===== config.mk =====
export PLATFORM = sky130hd
export DESIGN_NAME = array_binary_tree_preorder_flat
export DESIGN_NICKNAME = d
export VERILOG_FILES = /design/src/rtl/core/abtp_pkg.sv /design/src/rtl/core/abtp_node_if.sv /design/src/rtl/core/abtp_visit_if.sv /design/src/rtl/core/abtp_ctrl.sv /design/src/rtl/core/abtp_dpath.sv /design/src/rtl/core/array_binary_tree_preorder.sv /design/src/flat_wrapper.sv
export SDC_FILE = /design/constraint.sdc
export NUM_CORES = 2
export LEC_CHECK = 0
export ABC_AREA = 1
export BUFFER_PORTS_ARGS = -buffer_cell sky130_fd_sc_hd__buf_2
export CAP_MARGIN = 10
export CORE_ASPECT_RATIO = 0.7
export CORE_UTILIZATION = 40
export DETAILED_ROUTE_END_ITERATION = 10
export REMOVE_ABC_BUFFERS = 1
export SLEW_MARGIN = 0
export SYNTH_ARGS = -nofsm -noshare
export SYNTH_HDL_FRONTEND = slang
export SYNTH_SLANG_ARGS = --single-unit

===== constraint.sdc =====
create_clock -name clk -period 4.9 [get_ports clk]
set_input_delay 0.49 -clock clk [delete_from_list [all_inputs] [get_ports clk]]
set_output_delay 0.49 -clock clk [all_outputs]
set_load 0.01 [all_outputs]

===== src/rtl/core/abtp_pkg.sv =====
// Shared types and constants for the array binary tree preorder block.
package abtp_pkg;

    localparam int NODE_W   = 6;
    localparam int CHILD_W  = 7;
    localparam int STATUS_W = 2;

    localparam logic [CHILD_W-1:0] CHILD_NONE = 7'h7F;

    typedef enum logic [STATUS_W-1:0] {
        ST_OK        = 2'd0,
        ST_NO_ROOT   = 2'd1,
        ST_MALFORMED = 2'd2
    } status_t;

    typedef enum logic [3:0] {
        S_LOAD,
        S_SCAN,
        S_START,
        S_VISIT,
        S_CHILD,
        S_POP,
        S_LOADV,
        S_ERR_ROOT,
        S_ERR_MAL,
        S_DONE
    } state_t;

    // controller -> datapath
    typedef struct packed {
        logic    load;
        logic    scan_clr;
        logic    scan_inc;
        logic    root_set;
        logic    start;
        logic    visit;
        logic    child;
        logic    emit;
        logic    pop;
        logic    loadv;
        logic    err;
        status_t err_code;
        logic    clear;
    } cmd_t;

    // datapath -> controller
    typedef struct packed {
        logic overflow;
        logic scan_end;
        logic scan_hit;
        logic visit_limit;
        logic child_fault;
        logic child_next;
        logic stack_empty;
        logic out_free;
    } stat_t;

endpackage


===== src/rtl/core/abtp_node_if.sv =====
// Node record channel: valid/ready handshake with one record per request.
interface abtp_node_if;
    import abtp_pkg::*;

    logic                      valid;
    logic                      ready;
    logic [NODE_W-1:0]         node_index;
    logic signed [CHILD_W-1:0] left_child;
    logic signed [CHILD_W-1:0] right_child;
    logic                      last_node;

    modport source (
        output valid,
        output node_index,
        output left_child,
        output right_child,
        output last_node,
        input  ready
    );

    modport sink (
        input  valid,
        input  node_index,
        input  left_child,
        input  right_child,
        input  last_node,
        output ready
    );
endinterface


===== src/rtl/core/abtp_visit_if.sv =====
// Preorder result channel: valid/ready handshake with one visited node per request.
interface abtp_visit_if;
    import abtp_pkg::*;

    logic                valid;
    logic                ready;
    logic [NODE_W-1:0]   visited_node;
    logic [STATUS_W-1:0] status;
    logic                last_result;

    modport source (
        output valid,
        output visited_node,
        output status,
        output last_result,
        input  ready
    );

    modport sink (
        input  valid,
        input  visited_node,
        input  status,
        input  last_result,
        output ready
    );
endinterface


===== src/rtl/core/abtp_ctrl.sv =====
// Sequencer for record loading, root scan and the two-pass preorder walk.
module abtp_ctrl (
    input  logic            clk,
    input  logic            rst_n,
    input  logic            in_valid,
    input  logic            in_last,
    output logic            in_ready,
    input  abtp_pkg::stat_t stat,
    output abtp_pkg::cmd_t  cmd
);
    import abtp_pkg::*;

    state_t state_reg, state_next;
    logic   pass2_reg, pass2_next;

    // next state
    always_comb
    begin
        state_next = state_reg;
        pass2_next = pass2_reg;
        case (state_reg)
            S_LOAD:
            begin
                if (in_valid && in_last)
                begin
                    state_next = S_SCAN;
                end
            end
            S_SCAN:
            begin
                if (stat.overflow)
                begin
                    state_next = S_ERR_MAL;
                end
                else if (stat.scan_end)
                begin
                    state_next = S_ERR_ROOT;
                end
                else if (stat.scan_hit)
                begin
                    state_next = S_START;
                end
            end
            S_START:
            begin
                state_next = S_VISIT;
            end
            S_VISIT:
            begin
                if (stat.visit_limit)
                begin
                    state_next = S_ERR_MAL;
                end
                else
                begin
                    state_next = S_CHILD;
                end
            end
            S_CHILD:
            begin
                if (stat.child_fault)
                begin
                    state_next = S_ERR_MAL;
                end
                else if (!pass2_reg || stat.out_free)
                begin
                    if (stat.child_next)
                    begin
                        state_next = S_VISIT;
                    end
                    else if (!stat.stack_empty)
                    begin
                        state_next = S_POP;
                    end
                    else if (!pass2_reg)
                    begin
                        // check pass clean: replay the walk and emit it
                        state_next = S_START;
                        pass2_next = 1'b1;
                    end
                    else
                    begin
                        state_next = S_DONE;
                    end
                end
            end
            S_POP:
            begin
                state_next = S_LOADV;
            end
            S_LOADV:
            begin
                state_next = S_VISIT;
            end
            S_ERR_ROOT, S_ERR_MAL:
            begin
                if (stat.out_free)
                begin
                    state_next = S_DONE;
                end
            end
            S_DONE:
            begin
                state_next = S_LOAD;
                pass2_next = 1'b0;
            end
            default:
            begin
                state_next = S_LOAD;
                pass2_next = 1'b0;
            end
        endcase
    end

    // outputs
    always_comb
    begin
        cmd      = '0;
        cmd.err_code = ST_OK;
        in_ready = 1'b0;
        case (state_reg)
            S_LOAD:
            begin
                in_ready     = 1'b1;
                cmd.load     = in_valid;
                cmd.scan_clr = in_valid && in_last;
            end
            S_SCAN:
            begin
                if (!stat.overflow && !stat.scan_end)
                begin
                    cmd.root_set = stat.scan_hit;
                    cmd.scan_inc = !stat.scan_hit;
                end
            end
            S_START:
            begin
                cmd.start = 1'b1;
            end
            S_VISIT:
            begin
                cmd.visit = !stat.visit_limit;
            end
            S_CHILD:
            begin
                if (!stat.child_fault && (!pass2_reg || stat.out_free))
                begin
                    cmd.child = 1'b1;
                    cmd.emit  = pass2_reg;
                end
            end
            S_POP:
            begin
                cmd.pop = 1'b1;
            end
            S_LOADV:
            begin
                cmd.loadv = 1'b1;
            end
            S_ERR_ROOT:
            begin
                cmd.err      = stat.out_free;
                cmd.err_code = ST_NO_ROOT;
            end
            S_ERR_MAL:
            begin
                cmd.err      = stat.out_free;
                cmd.err_code = ST_MALFORMED;
            end
            S_DONE:
            begin
                cmd.clear = 1'b1;
            end
            default:
            begin
                cmd = '0;
            end
        endcase
    end

    always_ff @(posedge clk or negedge rst_n)
    begin
        if (!rst_n)
        begin
            state_reg <= S_LOAD;
            pass2_reg <= 1'b0;
        end
        else
        begin
            state_reg <= state_next;
            pass2_reg <= pass2_next;
        end
    end

endmodule


===== src/rtl/core/abtp_dpath.sv =====
// Child tables, parent marks, visit stack and result register.
module abtp_dpath #(
    parameter int MAX_NODES = 64
) (
    input  logic                                clk,
    input  logic                                rst_n,
    input  abtp_pkg::cmd_t                      cmd,
    output abtp_pkg::stat_t                     stat,
    input  logic [abtp_pkg::NODE_W-1:0]         node_index,
    input  logic signed [abtp_pkg::CHILD_W-1:0] left_child,
    input  logic signed [abtp_pkg::CHILD_W-1:0] right_child,
    input  logic                                out_ready,
    output logic                                out_valid,
    output logic [abtp_pkg::NODE_W-1:0]         visited_node,
    output logic [abtp_pkg::STATUS_W-1:0]       status,
    output logic                                last_result
);
    import abtp_pkg::*;

    localparam int IDX_W = (MAX_NODES > 1) ? $clog2(MAX_NODES) : 1;
    localparam int CNT_W = $clog2(MAX_NODES + 1);

    localparam logic [CNT_W-1:0]   CNT_MAX   = CNT_W'(MAX_NODES);
    localparam logic [CNT_W-1:0]   CNT_MAX_1 = CNT_W'(MAX_NODES - 1);
    localparam logic [CHILD_W-1:0] CHILD_MAX = CHILD_W'(MAX_NODES);

    logic [CHILD_W-1:0] left_mem  [MAX_NODES];
    logic [CHILD_W-1:0] right_mem [MAX_NODES];
    logic [IDX_W-1:0]   stk_mem   [MAX_NODES];

    logic [CNT_W-1:0]     count_reg, count_next;
    logic                 ovf_reg, ovf_next;
    logic [MAX_NODES-1:0] hp_reg, hp_next;
    logic [CNT_W-1:0]     scan_reg, scan_next;
    logic [IDX_W-1:0]     root_reg, root_next;
    logic [IDX_W-1:0]     v_reg, v_next;
    logic [CNT_W-1:0]     sp_reg, sp_next;
    logic [CNT_W-1:0]     n_reg, n_next;
    logic                 ov_reg, ov_next;

    logic [CHILD_W-1:0]   lrd_reg, rrd_reg;
    logic [IDX_W-1:0]     stk_rd_reg;
    logic [NODE_W-1:0]    out_node_reg;
    status_t              out_status_reg;
    logic                 out_last_reg;

    logic [CHILD_W-1:0]   lc_raw, rc_raw;
    logic                 ld_ok, lc_mark, rc_mark;
    logic [MAX_NODES-1:0] lmask, rmask;
    logic [CHILD_W-1:0]   count_ext;
    logic                 l_none, l_ok, l_bad, r_none, r_ok, r_bad;
    logic                 sp_full, sp_near;
    logic [CNT_W-1:0]     sp_dec;
    logic                 out_free;

    assign lc_raw = left_child;
    assign rc_raw = right_child;

    // load side
    assign ld_ok   = (count_reg < CNT_MAX) && (CHILD_W'(node_index) < CHILD_MAX);
    assign lc_mark = !lc_raw[CHILD_W-1] && (lc_raw < CHILD_MAX);
    assign rc_mark = !rc_raw[CHILD_W-1] && (rc_raw < CHILD_MAX);
    assign lmask   = lc_mark ? (MAX_NODES'(1) << lc_raw[IDX_W-1:0]) : '0;
    assign rmask   = rc_mark ? (MAX_NODES'(1) << rc_raw[IDX_W-1:0]) : '0;

    // child checks on the registered table read
    assign count_ext = CHILD_W'(count_reg);
    assign l_none    = (lrd_reg == CHILD_NONE);
    assign l_ok      = !lrd_reg[CHILD_W-1] && (lrd_reg < count_ext);
    assign l_bad     = !l_none && !l_ok;
    assign r_none    = (rrd_reg == CHILD_NONE);
    assign r_ok      = !rrd_reg[CHILD_W-1] && (rrd_reg < count_ext);
    assign r_bad     = !r_none && !r_ok;
    assign sp_full   = (sp_reg >= CNT_MAX);
    assign sp_near   = (sp_reg >= CNT_MAX_1);
    assign sp_dec    = sp_reg - 1'b1;
    assign out_free  = !ov_reg || out_ready;

    always_comb
    begin
        stat.overflow    = ovf_reg;
        stat.scan_end    = (scan_reg >= count_reg);
        stat.scan_hit    = !hp_reg[scan_reg[IDX_W-1:0]];
        stat.visit_limit = (n_reg >= count_reg);
        // right is pushed first, so the left push sees one more entry
        stat.child_fault = r_bad || l_bad || (r_ok && sp_full)
                           || (l_ok && (r_ok ? sp_near : sp_full));
        stat.child_next  = l_ok || r_ok;
        stat.stack_empty = (sp_reg == '0);
        stat.out_free    = out_free;
    end

    always_comb
    begin
        count_next = count_reg;
        ovf_next   = ovf_reg;
        hp_next    = hp_reg;
        scan_next  = scan_reg;
        root_next  = root_reg;
        v_next     = v_reg;
        sp_next    = sp_reg;
        n_next     = n_reg;
        ov_next    = ov_reg;

        if (cmd.load)
        begin
            if (ld_ok)
            begin
                count_next = count_reg + 1'b1;
                hp_next    = hp_reg | lmask | rmask;
            end
            else
            begin
                ovf_next = 1'b1;
            end
        end
        if (cmd.scan_clr)
        begin
            scan_next = '0;
        end
        if (cmd.scan_inc)
        begin
            scan_next = scan_reg + 1'b1;
        end
        if (cmd.root_set)
        begin
            root_next = scan_reg[IDX_W-1:0];
        end
        if (cmd.start)
        begin
            v_next  = root_reg;
            sp_next = '0;
            n_next  = '0;
        end
        if (cmd.visit)
        begin
            n_next = n_reg + 1'b1;
        end
        if (cmd.child)
        begin
            // visit left next; right waits on the stack unless it is alone
            if (l_ok)
            begin
                v_next = lrd_reg[IDX_W-1:0];
            end
            else if (r_ok)
            begin
                v_next = rrd_reg[IDX_W-1:0];
            end
            if (l_ok && r_ok)
            begin
                sp_next = sp_reg + 1'b1;
            end
        end
        if (cmd.pop)
        begin
            sp_next = sp_dec;
        end
        if (cmd.loadv)
        begin
            v_next = stk_rd_reg;
        end
        if (cmd.clear)
        begin
            count_next = '0;
            ovf_next   = 1'b0;
            hp_next    = '0;
        end

        if ((cmd.child && cmd.emit) || cmd.err)
        begin
            ov_next = 1'b1;
        end
        else if (out_ready)
        begin
            ov_next = 1'b0;
        end
    end

    always_ff @(posedge clk or negedge rst_n)
    begin
        if (!rst_n)
        begin
            count_reg <= '0;
            ovf_reg   <= 1'b0;
            hp_reg    <= '0;
            scan_reg  <= '0;
            root_reg  <= '0;
            v_reg     <= '0;
            sp_reg    <= '0;
            n_reg     <= '0;
            ov_reg    <= 1'b0;
        end
        else
        begin
            count_reg <= count_next;
            ovf_reg   <= ovf_next;
            hp_reg    <= hp_next;
            scan_reg  <= scan_next;
            root_reg  <= root_next;
            v_reg     <= v_next;
            sp_reg    <= sp_next;
            n_reg     <= n_next;
            ov_reg    <= ov_next;
        end
    end

    // child tables
    always_ff @(posedge clk)
    begin
        if (cmd.load && ld_ok)
        begin
            left_mem[node_index[IDX_W-1:0]]  <= lc_raw;
            right_mem[node_index[IDX_W-1:0]] <= rc_raw;
        end
        if (cmd.visit)
        begin
            lrd_reg <= left_mem[v_reg];
            rrd_reg <= right_mem[v_reg];
        end
    end

    // visit stack
    always_ff @(posedge clk)
    begin
        if (cmd.child && l_ok && r_ok)
        begin
            stk_mem[sp_reg[IDX_W-1:0]] <= rrd_reg[IDX_W-1:0];
        end
        if (cmd.pop)
        begin
            stk_rd_reg <= stk_mem[sp_dec[IDX_W-1:0]];
        end
    end

    // result register
    always_ff @(posedge clk)
    begin
        if (cmd.err)
        begin
            out_node_reg   <= '0;
            out_status_reg <= cmd.err_code;
            out_last_reg   <= 1'b1;
        end
        else if (cmd.child && cmd.emit)
        begin
            out_node_reg   <= NODE_W'(v_reg);
            out_status_reg <= ST_OK;
            out_last_reg   <= !l_ok && !r_ok && (sp_reg == '0);
        end
    end

    assign out_valid    = ov_reg;
    assign visited_node = out_node_reg;
    assign status       = out_status_reg;
    assign last_result  = out_last_reg;

endmodule


===== src/rtl/core/array_binary_tree_preorder.sv =====
// Top level of the array binary tree preorder traversal block.
//
// Usage:
//   node_rec carries one node record per request (node_index, left_child,
//   right_child, last_node; a child of -1 means none). Records load at one
//   per cycle in S_LOAD. The request with last_node set closes the tree.
//   preorder then carries the visit order, one node per request, with
//   status and last_result; last_result marks the final request of a tree.
//   A no-root or malformed tree gives a single request with node 0.
// Sequence:
//   After the last record: a root scan from node 0 up to the root, then a
//   check walk and an emitting walk of the same shape. Each walk passes
//   through VISIT and CHILD for each node, plus POP and LOADV for each stack
//   pop (a node with no children and a nonempty stack), since the table and
//   stack memories are read through registers. The emitting walk waits in CHILD
//   until the previous result is taken; node_rec.ready is low until the tree is done.
// Reset and stall:
//   rst_n clears parent marks, record count and the result valid flag; the
//   child tables and stack need no clearing. A stalled preorder receiver
//   holds the walk in place; nothing is dropped or repeated.
module array_binary_tree_preorder #(
    parameter int MAX_NODES = 64
) (
    input  logic         clk,
    input  logic         rst_n,
    abtp_node_if.sink    node_rec,
    abtp_visit_if.source preorder
);
    import abtp_pkg::*;

    cmd_t  cmd;
    stat_t stat;

    abtp_ctrl u_ctrl (
        .clk      (clk),
        .rst_n    (rst_n),
        .in_valid (node_rec.valid),
        .in_last  (node_rec.last_node),
        .in_ready (node_rec.ready),
        .stat     (stat),
        .cmd      (cmd)
    );

    abtp_dpath #(
        .MAX_NODES (MAX_NODES)
    ) u_dpath (
        .clk          (clk),
        .rst_n        (rst_n),
        .cmd          (cmd),
        .stat         (stat),
        .node_index   (node_rec.node_index),
        .left_child   (node_rec.left_child),
        .right_child  (node_rec.right_child),
        .out_ready    (preorder.ready),
        .out_valid    (preorder.valid),
        .visited_node (preorder.visited_node),
        .status       (preorder.status),
        .last_result  (preorder.last_result)
    );

endmodule


===== src/flat_wrapper.sv =====
// flat-port wrapper written by rule: the top's interface ports become plain ports
module array_binary_tree_preorder_flat import abtp_pkg::*;
#(
    parameter int MAX_NODES = 64
)
  (clk, rst_n, node_rec_valid, node_rec_node_index, node_rec_left_child, node_rec_right_child, node_rec_last_node, node_rec_ready, preorder_valid, preorder_visited_node, preorder_status, preorder_last_result, preorder_ready);
  abtp_node_if node_rec_i ();
  abtp_visit_if preorder_i ();
  input  logic clk;
  input  logic rst_n;
  input wire logic [$bits(node_rec_i.valid)-1:0] node_rec_valid;
  input wire logic [$bits(node_rec_i.node_index)-1:0] node_rec_node_index;
  input wire logic [$bits(node_rec_i.left_child)-1:0] node_rec_left_child;
  input wire logic [$bits(node_rec_i.right_child)-1:0] node_rec_right_child;
  input wire logic [$bits(node_rec_i.last_node)-1:0] node_rec_last_node;
  output wire logic [$bits(node_rec_i.ready)-1:0] node_rec_ready;
  output wire logic [$bits(preorder_i.valid)-1:0] preorder_valid;
  output wire logic [$bits(preorder_i.visited_node)-1:0] preorder_visited_node;
  output wire logic [$bits(preorder_i.status)-1:0] preorder_status;
  output wire logic [$bits(preorder_i.last_result)-1:0] preorder_last_result;
  input wire logic [$bits(preorder_i.ready)-1:0] preorder_ready;
  assign node_rec_i.valid = node_rec_valid;
  assign node_rec_i.node_index = node_rec_node_index;
  assign node_rec_i.left_child = node_rec_left_child;
  assign node_rec_i.right_child = node_rec_right_child;
  assign node_rec_i.last_node = node_rec_last_node;
  assign node_rec_ready = node_rec_i.ready;
  assign preorder_valid = preorder_i.valid;
  assign preorder_visited_node = preorder_i.visited_node;
  assign preorder_status = preorder_i.status;
  assign preorder_last_result = preorder_i.last_result;
  assign preorder_i.ready = preorder_ready;
  array_binary_tree_preorder #(.MAX_NODES(MAX_NODES)) u_core (.clk(clk), .rst_n(rst_n), .node_rec(node_rec_i), .preorder(preorder_i));
endmodule

* After elaboration in Yosys (flattened, before gate mapping)
Memory sizes are Yosys's and may differ from the RTL's. A register that Yosys moved wholly into a read port is not among the register bits.
Index checks and enable logic that the tools add are counted.
** Word-level totals
- Input bits :: 25
- Output and inout bits :: 11
- Memories :: 3
- Logic and storage cells :: 176
- Memory bits (writable) :: 1280
- Register bits after elaboration :: 120
** Cells by class
- Bitwise operators :: 3
- Reduce and logical (&&, ||, !) cells :: 55
- Multiplexer cells :: 64
- Shift operators :: 2
- $lt $le $gt $ge :: 10
- $add $sub $neg :: 5
- Equal/unequal tests :: 20
** Memories
- u_core.u_dpath.left_mem :: words 64, bits a word 7, rd ports 1, clocked after Yosys merged registers in 1, wr ports 1, line abtp_dpath.sv:27 : logic [CHILD_W-1:0] left_mem [MAX_NODES];
- u_core.u_dpath.right_mem :: words 64, bits a word 7, rd ports 1, clocked after Yosys merged registers in 1, wr ports 1, line abtp_dpath.sv:28 : logic [CHILD_W-1:0] right_mem [MAX_NODES];
- u_core.u_dpath.stk_mem :: words 64, bits a word 6, rd ports 1, clocked after Yosys merged registers in 1, wr ports 1, line abtp_dpath.sv:29 : logic [IDX_W-1:0] stk_mem [MAX_NODES];
** Operators by type and width (number)
- $mux 64 :: 5
- $or 64x64->64 :: 2
- $shl 1x6->64 const A :: 2
- $mux 7 :: 11
- $mux 4 :: 11
- $mux 6 :: 5
- $add 7x1->7 const B :: 4
- $pmux 4 s7 :: 1
- $lt 7x7->1 const B :: 3
- $mux 1 :: 21
- $logic_and 1x1->1 :: 18
- $eq 4x3->1 const B :: 4
- $logic_not 1->1 :: 15
- $eq 7x7->1 const B :: 2
- $ge 7x7->1 :: 2
- $lt 7x7->1 :: 2
- $mux 2 :: 7
- $ne 2x2->1 const B :: 6
- $reduce_bool 2->1 :: 6
- $eq 4x2->1 const B :: 2
- $eq 4x4->1 const B :: 2
- $reduce_or 8->1 :: 1
- $ge 7x6->1 const B :: 1
- $ge 7x7->1 const B :: 1
- other kinds (17) :: 25

* Depth between registers and ports, before layout
- Depth after elaboration :: 15
- Mapped depth :: 18

* Hierarchy
A second synthesis with hierarchy kept.
** Second synthesis, totals
- Cells, all modules :: 5785
- Area total of the unflattened synthesis :: 61202.4 um^2
** Modules (own cells, without submodules)
- abtp_dpath :: seq. area each 41890.2 um^2, area an instance 60613.1 um^2, instances 1, cells each 5671
- abtp_ctrl :: seq. area each 125.1 um^2, area an instance 589.3 um^2, instances 1, cells each 114

* Worst setup path before layout
OpenSTA, ideal clock, no wires.
- Path type :: register -> register
- From :: register u_core.u_dpath.rrd_reg[2], read port of u_core.u_dpath.right_mem
- To :: memory u_core.u_dpath.stk_mem[28][0] (netlist bit), enable pin
- Data arrival time :: 2.976 ns
- Data required time :: 4.550 ns
- Clock period less this slack :: 3.326 ns
- Setup time :: 0.350 ns
- Path slack :: 1.574 ns
- Buffers on the path :: 0
- Cell stages (with the launch flop) :: 13
- Cell sequence :: edfxtp_1 ha_1 a21oi_1 nand2_1 a21oi_2 nand2_1 nand3_4 nand2_2 nor2_2 nand3_2 inv_6 nand2_4 nor2_1
** Between the ends
- Longest elaborated chain between the ends :: 15
** Ends and longest elaborated chain
- start: declaration :: line abtp_dpath.sv:41 : logic [CHILD_W-1:0] lrd_reg, rrd_reg;
- $lt 7x7->1 :: line abtp_dpath.sv:72 : assign r_ok = !rrd_reg[CHILD_W-1] && (rrd_reg < count_ext);
- $logic_and 1x1->1 :: line abtp_dpath.sv:72
- $logic_not 1->1 :: line abtp_dpath.sv:73 : assign r_bad = !r_none && !r_ok;
- $logic_and 1x1->1 :: line abtp_dpath.sv:73
- $logic_or 1x1->1 (2 in series) :: line abtp_dpath.sv:86 : stat.child_fault = r_bad || l_bad || (r_ok && sp_full)
- $logic_or 1x1->1 :: line abtp_dpath.sv:87 : || (l_ok && (r_ok ? sp_near : sp_full));
- $logic_not 1->1 :: line abtp_ctrl.sv:146 : if (!stat.child_fault && (!pass2_reg || stat.out_free))
- $logic_and 1x1->1 :: line abtp_ctrl.sv:146
- $mux 2 :: line abtp_ctrl.sv:146
- $mux 2 :: line abtp_ctrl.sv:121 : case (state_reg)
- $logic_and 1x1->1 :: line abtp_dpath.sv:226 : if (cmd.child && l_ok && r_ok)
- $logic_and 1x1->1 * :: line abtp_dpath.sv:226
- $mux 1 * :: line abtp_dpath.sv:226
- $mux 1 (implied by the code) * :: line abtp_dpath.sv:228 : stk_mem[sp_reg[IDX_W-1:0]] <= rrd_reg[IDX_W-1:0];
- end: declaration :: line abtp_dpath.sv:29
Mark *: on every way between the ends. The rest lies on a longest branch, timed or not.

* Worst setup path in the final report
- From :: register u_core.u_dpath.count_reg[2] (netlist: u_core.u_dpath.count_ext[2])
- To :: memory u_core.u_dpath.stk_mem[22][3] (netlist bit), enable pin
** Between the ends
- Longest elaborated chain between the ends :: 15
** Ends and longest elaborated chain
- start: declaration :: line abtp_dpath.sv:31 : logic [CNT_W-1:0] count_reg, count_next;
- start signal: assignment :: line abtp_dpath.sv:196 : count_reg <= count_next;
- $lt 7x7->1, on equally long branches :: line abtp_dpath.sv:72, abtp_dpath.sv:69
- $logic_and 1x1->1, on equally long branches :: line abtp_dpath.sv:72, abtp_dpath.sv:69
- $logic_not 1->1, on equally long branches :: line abtp_dpath.sv:73, abtp_dpath.sv:70
- $logic_and 1x1->1, on equally long branches :: line abtp_dpath.sv:73, abtp_dpath.sv:70
- $logic_or 1x1->1 (2 in series) :: line abtp_dpath.sv:86
- $logic_or 1x1->1 :: line abtp_dpath.sv:87
- $logic_not 1->1 :: line abtp_ctrl.sv:146
- $logic_and 1x1->1 :: line abtp_ctrl.sv:146
- $mux 2 :: line abtp_ctrl.sv:146
- $mux 2 :: line abtp_ctrl.sv:121
- $logic_and 1x1->1 :: line abtp_dpath.sv:226
- $logic_and 1x1->1 * :: line abtp_dpath.sv:226
- $mux 1 * :: line abtp_dpath.sv:226
- $mux 1 (implied by the code) * :: line abtp_dpath.sv:228
Marks and branches as above.

==> results_dict.tcl <==
set metrics [dict create \
    min_from "node_rec_right_child[1]" \
    rows 117 \
    rr_endpoint "u_core.u_dpath.stk_mem[22][3]" \
    dieArea_um2 150000 \
    min_path_cells 1 \
    grt_util_all_layers_pct 22.3 \
    min_period_ns 3.56 \
    synth_edf_count 1302 \
    clockBufferDepth 3 \
    synth.distinct_cells 47 \
    synthMuxAreaShare_pct 0 \
    worst_pin_slew_ns 1.17 \
    fin_cells 7137 \
    skew_ns 0.0264 \
    synth_top_area_cell "edfxtp_1" \
    cap_viol_max_count 0 \
    max_freq_ghz 0.281 \
    tns_ns 0 \
    start_util_pct 40.5 \
    clk_latency_ns 0.78 \
    hold_path_class "in2reg" \
    cts-root-buf "clkbuf_16" \
    r2r-start "u_core.u_dpath.count_ext[2]" \
    die_w_um 462 \
    crit_path_frequent_cell "nand2_1" \
    grt_setup_unrepaired "no" \
    ant_nets 0 \
    ctsResizeCount 0 \
    crit_path_start "u_core.u_dpath.count_ext[2]" \
    endpoint "u_core.u_dpath.stk_mem[22][3]" \
    synth_xor_area_share_pct 0.148 \
    overflow 0 \
    synthArstFlopShare_pct 7.82 \
    fp.coreArea_um2 146000 \
    cts_setup_buffers 0 \
    worst_ep_arrival_time_ns 3.96 \
    dpl.hpwl_um 99900 \
    path_delay_family "simple AND/OR/NAND/NOR gates" \
    portBuffers 35 \
    power_mw 36.7 \
    cts_max_level 4 \
    synth_common_cells "1302 x edfxtp_1, 958 x nor2_1, 721 x o21ai_0" \
    grt_antenna_before_repair 5 \
    cp_cell_sequence "inv_1, ha_1, a21oi_1, nand2_1, nand2_1, nand2_1, nand2_1, nand2_1, nor2_4, nand2_2, nor2_2, nand3_2, inv_6, nand2_2, nor2_1" \
    outcome "completed" \
    routed_wl_um 168000 \
    avgSynthCellArea_um2 11.7 \
    cp_max_fo 13 \
    cp-start-kind "flip-flop" \
    gp_congestion 0.907 \
    layout.nets 5119 \
    synth_compound_area_share_pct 13.1 \
    synth.most_common_cell "edfxtp_1" \
    drv_slew 0 \
    r2r_slack_ns 1.34 \
    slew_headroom_pct 21.8 \
    yosysWarnings 0 \
    synth_simple_gate_area_share_pct 11.9 \
    ys_seq_area_share_pct 71.0 \
    grt_first_pass_wirelength_um 249000 \
    clkTransAtPathRegs_ns 0.06 \
    ys_top_cells_by_area "edfxtp_1 66%, o21ai_0 6.1%, nor2_1 6.1%" \
    cts_tree "built" \
    synth_ff_type "edfxtp_1" \
    netlist.area_leader.share_pct 66.0 \
    synthToLayoutAreaGrowth_pct 11.6 \
    crit_path_end_kind "flip-flop" \
    worstPathRequired_ns 5.30 \
    worstSetupPathType "reg2reg" \
    ios 36 \
    syn_inst 5071 \
    setup_viol 0 \
    ff2ff_path_depth 15 \
    cts.sinks 1420 \
    cp.depth 15 \
    fin_util_pct 45.2 \
    ir_worst_vdd_uv 404 \
    critPathMaxStageDelay_ns 0.51 \
    drive_above_1_share_pct 8.49 \
    ys_seq_elements 1420 \
    cpMaxStageDelayCell "nor2_1" \
    whs_ns 0.103 \
    cts_inserted_buffers 138 \
    vias_per_cell 5.72 \
    drt_iter0_markers 6024 \
    place_inst 6885 \
    via_count 40900 \
    timing.final.crit_share_pct 72.7 \
    synth-adder-area-share_pct 0.655 \
    crit_buf_inv 2 \
    grt_pass1_vias 37900 \
    finalHoldViolations 0 \
    routedWlPerCell_um 23.5 \
    synth_area_um2 59200 \
    post-route-drc-count 0 \
    firstDrtPassIters 8 \
    die_h_um 324 \
    power_density_nw_per_um2 556 \
    leakage_nw 22.4 \
    grt_max_degree 156 \
    synth_top_family_by_area "compound AO/OA/AOI/OAI gates" \
]
==> timing repair <==
| action | CTS | global route |
|---|---|---|
| endpoints found under the setup margin | 0 | 0 |
| hold buffers | 1 | 0 |
| hold endpoints to repair | 55 | 0 |
==> cell usage in the layout (no fill, tap or decap), types with 8 or more instances in the layout <==
cell type	count
o22ai_1	333
nand2_2	10
nor2_2	10
clkinv_1	24
o211ai_1	49
a21oi_1	155
edfxtp_1	1302
xor2_1	9
clkbuf_16	141
o21ai_1	82
dfrtp_1	106
clkinv_2	25
bufinv_16	8
clkbuf_1	33
nand2_1	521
nand4_1	22
ha_1	30
buf_4	134
nor3_1	22
buf_12	11
inv_1	102
nand3_1	192
o221ai_1	48
buf_2	31
nor2_1	958
o21ai_0	721
inv_2	19
==> layout make-up <==
cell class,instances,area (um^2)
Timing Repair Buffer,177,1390
Inverter,130,518
Fill cell,13400,80000
Clock buffer,174,3650
Tap cell,1963,2460
Antenna cell,1,2.50
Sequential cell,1420,42000
Clock inverter,76,709
Multi-Input combinational cell,3196,15300
==> power by group <==
group	internal, mW	switching (mW)
clock network	5.76	4.67
logic	3.35	8.79
registers	13.7	0.409
total	22.8	13.9
==> routing by layer <==
metal	routed length (um)	GRT usage (%)	vias up
met5	8	0	-
met4	3440	5.85	2
met3	17800	5.13	213
met2	69000	30.6	2014
met1	77800	35.0	20200
li1	-	-	18500
==> logic make-up after synthesis <==
logic type / count (synthesis)
AOI/OAI and AO/OA: 1397
xor gates and xnor gates: 10
adders and majority gates: 31
buffers and inverters: 460
DFF: 1420
other: 1
and+or+nand+nor: 1752
==> worst min-delay path by stage <==
stage / end / slack, ns
after floorplan: u_core.u_ctrl.pass2_reg / 0.19
after global placement: u_core.u_dpath.hp_reg[57] / 0.48
after detailed placement: u_core.u_dpath.hp_reg[55] / 0.49
after CTS: u_core.u_dpath.right_mem[19][1] / 0.05
after global routing: u_core.u_dpath.right_mem[18][1] / 0.06
final: u_core.u_dpath.right_mem[18][1] / 0.10
==> worst register-to-register path: cells and delay by family (launching register included) <==
kind                     cells  cell delay [ns]
buffers and inverters        2             0.37
AO/OA/AOI/OAI                1             0.15
adder cells (fa/ha/maj)      1             0.29
AND/OR/NAND/NOR             11             2.01
flip-flops                   1             0.37
==> through the flow <==
step / area (um^2) / setup WS (ns)
after CTS: 66100 / 1.37
final: 66100 / 1.34
after detailed placement: 61700 / 1.38
after global placement: 61700 / 1.47
after global routing: 66100 / 1.04
after floorplan: 57800 / -7.46
Power figures use the tool's default switching activity.
